$ cat src/hdl/double_density_pair_force_core_assert.svh
// Assertion macros for the double-density pair force core.
`ifndef DOUBLE_DENSITY_PAIR_FORCE_CORE_ASSERT_SVH
`define DOUBLE_DENSITY_PAIR_FORCE_CORE_ASSERT_SVH
`ifndef SYNTHESIS
`define DDPF_ASSERT_IMPL(label, clk, rst_n, prop) \
    label: assert property (@(posedge clk) disable iff (!rst_n) prop) \
        else $error("assertion failed");
`define DDPF_ASSERT_NEVER(label, clk, rst_n, expr) \
    label: assert property (@(posedge clk) disable iff (!rst_n) !(expr)) \
        else $error("forbidden condition");
`else
`define DDPF_ASSERT_IMPL(label, clk, rst_n, prop)
`define DDPF_ASSERT_NEVER(label, clk, rst_n, expr)
`endif
`endif

$ cat src/hdl/ddpf_pkg.sv
// Shared constants, types and arithmetic helpers for the pair force core.
`default_nettype none
package ddpf_pkg;
    localparam int DataW = 32;
    localparam int LenW = 31;
    localparam int SqW = 65;
    localparam int RootW = 33;
    localparam int QuoW = 48;
    localparam int DivW = 49;
    localparam int RootStages = 33;
    localparam int DivStages = 49;

    localparam logic [1:0] RegLengthScale = 2'd0;
    localparam logic [1:0] RegPressureGain = 2'd1;
    localparam logic [1:0] RegDampingGain = 2'd2;

    typedef logic signed [DataW-1:0] q16_t;

    function automatic q16_t sat32(input logic signed [65:0] v);
        if (v > 66'sd2147483647)
        begin
            return 32'sh7fffffff;
        end
        else if (v < -66'sd2147483648)
        begin
            return 32'sh80000000;
        end
        return v[31:0];
    endfunction

    // Q16.16 multiply: arithmetic shift floors toward minus infinity
    function automatic q16_t qmul(input q16_t a, input q16_t b);
        logic signed [63:0] p;
        p = a * b;
        return sat32(66'(p >>> 16));
    endfunction
endpackage
`default_nettype wire

$ cat src/hdl/ddpf_sqrt_stage.sv
// One restoring square-root step on a 66-bit radicand.
`default_nettype none
module ddpf_sqrt_stage (
    input  wire logic [65:0] rem_i,
    input  wire logic [65:0] root_i,
    input  wire logic [65:0] bit_i,
    output logic      [65:0] rem_o,
    output logic      [65:0] root_o
);
    import ddpf_pkg::*;
    always_comb
    begin
        if (rem_i >= root_i + bit_i)
        begin
            rem_o = rem_i - (root_i + bit_i);
            root_o = (root_i >> 1) + bit_i;
        end
        else
        begin
            rem_o = rem_i;
            root_o = root_i >> 1;
        end
    end
endmodule
`default_nettype wire

$ cat config.mk
export PLATFORM = sky130hd
export DESIGN_NAME = ddpf_sqrt_stage
export DESIGN_NICKNAME = d
export VERILOG_FILES = /design/src/hdl/double_density_pair_force_core_assert.svh /design/src/hdl/ddpf_pkg.sv /design/src/hdl/ddpf_sqrt_stage.sv
export SDC_FILE = /design/constraint.sdc
export NUM_CORES = 1
export LEC_CHECK = 0
export CELL_PAD_IN_SITES_DETAIL_PLACEMENT = 1
export CELL_PAD_IN_SITES_GLOBAL_PLACEMENT = 2
export CORE_UTILIZATION = 39
export DETAILED_ROUTE_END_ITERATION = 7
export DONT_BUFFER_PORTS = 1
export GPL_ROUTABILITY_DRIVEN = 0
export MAX_ROUTING_LAYER = met4
export PLACE_DENSITY_LB_ADDON = 0.1
export SETUP_SLACK_MARGIN = 0.02
export SLEW_MARGIN = 0
export SYNTH_ARGS = -nofsm -noshare
export SYNTH_HDL_FRONTEND = slang
export SYNTH_SLANG_ARGS = --single-unit
$ cat constraint.sdc
create_clock -name vclk -period 17.78
set_clock_uncertainty 0.15 [all_clocks]
set_input_delay 1.778 -clock vclk [all_inputs]
set_output_delay 1.778 -clock vclk [all_outputs]
set_load 0.005 [all_outputs]
==> run summary, run 1 <==
initial antenna violation count = 0
Die Y = 181 um
hold_buf cts = 0
Fill cells = 4214
via count = 13800
adder-cell share of the synthesized area = 20.2%
DR vias/cell = 6.21
status = finished clean
Tcrit/Tclk final = 62.8%
final setup vio count = 0
vias in the first global route = 13700
top cell type's share of synthesized area = 19.7%
wl on met1 = 23300 um
detailed-route DRC error count = 0
Slew Viols, Final = 0
worst-path fanout max = 93
final hold vios = 0
die area = 32600 um^2
Setup Buffers After CTS = 0
GRT overflow = 0
first-pass GRT wire length = 74400 um
Hold Path Class = input port to primary output
Top Metal Used = met4
DR pass1 iterations = 5
PwrDens = 73.5 nW/um^2
Final #Nets = 2218
largest cells by area after synthesis = ha_1 (20%), a21oi_1 (9.2%), nand2_1 (8.0%)
arrival time at the worst endpoint = 9.24 ns
met2 WL = 21100 um
core area = 31500 um^2
FF+latch count = 0
fin util = 39.8%
diodes inserted = 0
slew margin rel. = 40.8%
syn nets = 2302
Post-Syn Instances = 1905
Critical Path Sink Type = primary output
Placement Cell Area = 12500 um^2
placement row count = 65
number of port buffers = 0
leak pwr = 5.45 nW
crit path kind = input port to primary output
Avg Cell Area, Syn = 6.54 um^2
area leader, netlist = ha_1
met3 wire len = 2640 um
compound-cell area share of the yosys netlist = 38.3%
YS warnings = 0
Max VDD drop = 0.0000314 V
Max Fclk = 89.5 MHz
Post-Synthesis Cell Area = 12500 um^2
crit start category = input port
post-synthesis mux area share = 0.804%
total global routing track utilization = 28.6%
Setup crit start = root_i[0]
final hold slack = 3.50 ns
Die Wd = 181 um
Ports = 330
critical path required time = 15.85 ns
final WL = 47600 um
register area share after synthesis = 0%
maxcap violations = 0
Final Critical Period = 11.17 ns
DR iter-0 viols = 627
wire length per cell = 21.5 um
setup tns final = 0 ns
RSZ-0062 raised after global routing = no
area of the multi-input gates = 11800 um^2
clock buffer count = 0
simple-gate portion of the synthesized area = 22.7%
largest net degree at the start of global routing = 94
final non-filler cell area = 12500 um^2
Placed Cells = 2221
share of cells above drive strength 1 = 2.42%
most frequent cells after synthesis = nand2_1 (265), a21oi_1 (230), ha_1 (196)
CTS resizes = 0
Area Overhead vs Synth = 0.603%
Slew @ Worst Pin = 0.889 ns
synthesized-area fraction occupied by xor and xnor cells = 12.8%
Initial Utilization = 39.6%
largest family of logic cells by synthesized area = compound AO/OA/AOI/OAI gates
register area = 0 um^2
non-filler instance count after layout = 2221
most common cell in the synthesized netlist = nand2_1
crit path capture = root_o[25]
Hold Crit Start = rem_i[35]
Final HPWL DP = 41800 um
Distinct cells, synth = 71
antenna-violating nets left = 0
[stage by stage]
stage / setup slack [ns] / power [W]
after floorplan: 8.68 / 0.000718
after global placement: 6.93 / 0.000904
after detailed placement: 6.70 / 0.000915
after CTS: 6.65 / 0.000920
after global routing: 6.13 / 0.00102
final: 6.61 / 0.000920
[routing by layer]
layer / track usage [%] / vias to the layer above
met4: 3.35 / 0
met5: - / -
li1: - / 6879
met1: 39.3 / 6538
met2: 46.0 / 340
met3: 3.21 / 30
[power breakdown]
| part | total, W | internal, W | leakage [nW] | switching, W |
|---|---|---|---|---|
| logic | 0.000920 | 0.000337 | 5.45 | 0.000584 |
| registers | 0 | 0 | 0 | 0 |
| clock network | 0 | 0 | 0 | 0 |
[cell usage in the layout, fill, tap and decap left out, types with 26 or more instances in the layout]
master    instances
a21oi_1         230
o21ai_0         141
o21bai_1         44
xnor2_1         104
a21o_1          103
ha_1            196
nand4_1          54
nand2_1         265
inv_1            51
o21ai_1         107
xor2_1           78
nor3_1           26
nand3_1          30
nor2_1          105
[cell type report]
type	instances	area share, %
repair buffers	4	0.240
well taps	402	4.02
inverters	51	1.53
multi-input cells	1764	94.2
[worst min-delay path by stage]
| stage | to | slack, ns | cells past startpoint |
|---|---|---|---|
| after floorplan | rem_o[14] | 3.50 | 2 |
| after global placement | root_o[4] | 3.51 | 2 |
| after detailed placement | root_o[34] | 3.51 | 2 |
| after CTS | root_o[34] | 3.51 | 2 |
| after global routing | rem_o[34] | 3.51 | 2 |
| final | rem_o[35] | 3.50 | 2 |
[worst max-delay path, cell delays in order]
cell and delay [ns]:
ha_1 0.15, inv_1 0.06, fa_1 0.39, nand2b_1 0.19, a21oi_1 0.31, o211ai_1 0.18
a211oi_1 0.63, o21bai_1 0.18, a41oi_1 0.36, o21ai_0 0.23, o21ai_0 0.53, a31oi_1 0.26
a311oi_1 0.54, ha_1 0.42, nand4_1 0.16, nor3_1 0.07, nand2_1 0.08, o31ai_1 0.14
o21bai_1 0.24, a31oi_4 0.52, buf_4 0.60, buf_4 0.74, mux2_4 0.36
[cells by family (layout without fill, tap and decap cells)]
family | count (synthesis) | in the layout
compound gates | 775 | 775
simple gates | 601 | 601
fa+ha+maj | 199 | 199
xor+xnor | 182 | 182
buf+inv | 141 | 55
mux | 7 | 7
(Power assumes the default switching activity.)
==> inputs of run 2 (changes only) <==
--- a/config.mk
+++ b/config.mk
@@ -7,7 +7,7 @@
 export LEC_CHECK = 0
 export CELL_PAD_IN_SITES_DETAIL_PLACEMENT = 1
 export CELL_PAD_IN_SITES_GLOBAL_PLACEMENT = 2
-export CORE_UTILIZATION = 39
+export CORE_UTILIZATION = 36
 export DETAILED_ROUTE_END_ITERATION = 7
 export DONT_BUFFER_PORTS = 1
 export GPL_ROUTABILITY_DRIVEN = 0
==> constraint.sdc (replaced) <==
create_clock -name vclk -period 10.4
set_clock_uncertainty 0.15 [all_clocks]
set_input_delay 1.04 -clock vclk [all_inputs]
set_output_delay 1.04 -clock vclk [all_outputs]
set_load 0.005 [all_outputs]
==> run summary, run 2 (synthesis results as in run 1) <==
total global routing track utilization = 26.8%
most common cell after layout, fill and taps aside = nand2_1
met3 GRT Util = 2.38%
PwrDens = 126 nW/um^2
Worst path slowest cell = or4_4
slowest stage delay, CP = 0.59 ns
grt met1 use = 37.2%
CP dominant cell by count = a21oi_1
Worst path top cell family by delay = compound AO/OA/AOI/OAI gates
Final HPWL DP = 42200 um
DR iter-0 viols = 508
Max Fclk = 113 MHz
Die Wd = 188 um
DR vias/cell = 6.00
critical-path cell list = ha_1, inv_1, fa_1, nand2b_1, a21oi_1, o21ai_0, o221ai_1, a21oi_1, o31a_1, o21ai_0, a21oi_1, xor2_1, ha_1, nand4_1, or3_1, or4_4, nor2b_2, o211ai_2, a2111oi_4, o21ai_2, o21ai_4, a31oi_4, buf_12, o21ai_1
critical path required time = 9.21 ns
via count = 13600
final hold vios = 0
clock buffer count = 0
leak pwr = 5.46 nW
RSZ-0062 raised after global routing = no
Tcrit/Tclk final = 85.4%
Die Y = 188 um
Slew Viols, Final = 0
non-filler instance count after layout = 2267
largest net degree at the start of global routing = 127
Initial Utilization = 36.9%
Setup Buffers After CTS = 0
Area Overhead vs Synth = 1.27%
overall power = 0.00159 W
Max VDD drop = 0.000176 V
Ports = 330
crit start category = input port
Top Usage Layer GRT = met2
register area = 0 um^2
reported net switching power = 0.00101 W
arrival time at the worst endpoint = 7.70 ns
first-pass GRT wire length = 75300 um
sequential power share = 0%
clock share of power = 0%
Critical Path Sink Type = primary output
FF+latch count = 0
maxcap violations = 0
wire length per cell = 21.2 um
detailed-route DRC error count = 0
antenna-violating nets left = 0
Slew @ Worst Pin = 0.988 ns
vias in the first global route = 13700
final setup vio count = 0
DR pass1 iterations = 4
Placed Cells = 2267
worst-path fanout max = 107
Power Internal = 0.000580 W
CTS resizes = 0
final WL = 48100 um
CP Buf/Inv Count = 2
GRT overflow = 0
met2 Use GR = 43.2%
Final #Nets = 2218
share of cells above drive strength 1 = 2.42%
Sw Ratio = 63.5%
Hold Path Class = input port to primary output
slew margin rel. = 33.8%
placement row count = 67
number of port buffers = 0
Final Critical Period = 8.89 ns
status = finished clean
setup tns final = 0 ns
hold_buf cts = 0
crit path kind = input port to primary output
initial antenna violation count = 0
core area = 33800 um^2
die area = 35300 um^2
Comb power frac = 100.0%
diodes inserted = 0
most frequent cells in the layout = nand2_1 (265), a21oi_1 (230), ha_1 (196)
[run 2: cell counts in the layout (fill, tap and decap cells not counted)]
Identical to the previous run, type by type.
[run 2: layer usage]
layer | routed length, um | part of all wire, %
met1 | 24100 | 50
met2 | 21300 | 44
met3 | 2180 | 4.5
met4 | 558 | 1.2
met5 | 0 | 0
[run 2: layout make-up]
type / instances / area [um^2]
inverter: 51 / 191
multi-input combinational: 1764 / 11800
timing repair buffer: 4 / 55.1
fill: 4424 / 21200
tap: 448 / 561
[run 2: per-stage QoR]
stage	hold slack, ns	util (%)	setup slack [ns]	area (um^2)
global placement	2.03	37.3	1.66	12600
floorplan	2.02	-	2.78	12500
detailed placement	2.03	37.3	1.54	12600
global route	2.03	37.3	0.954	12600
CTS	2.03	37.3	1.48	12600
finish	2.03	37.3	1.51	12600
[run 2: worst paths after layout]
kind       start  cells past startpoint  slack, ns          to
max    root_i[0]                     24       1.51   rem_o[15]
min   root_i[34]                      2       2.03  root_o[33]
[run 2: power groups by stage]
stage	clock, W	sequential [W]	combinational, W
5_1_grt	0	0	0.00176
6_report	0	0	0.00159
4_1_cts	0	0	0.00159
3_3_place_gp	0	0	0.00157
3_5_place_dp	0	0	0.00158
2_1_floorplan	0	0	0.00123
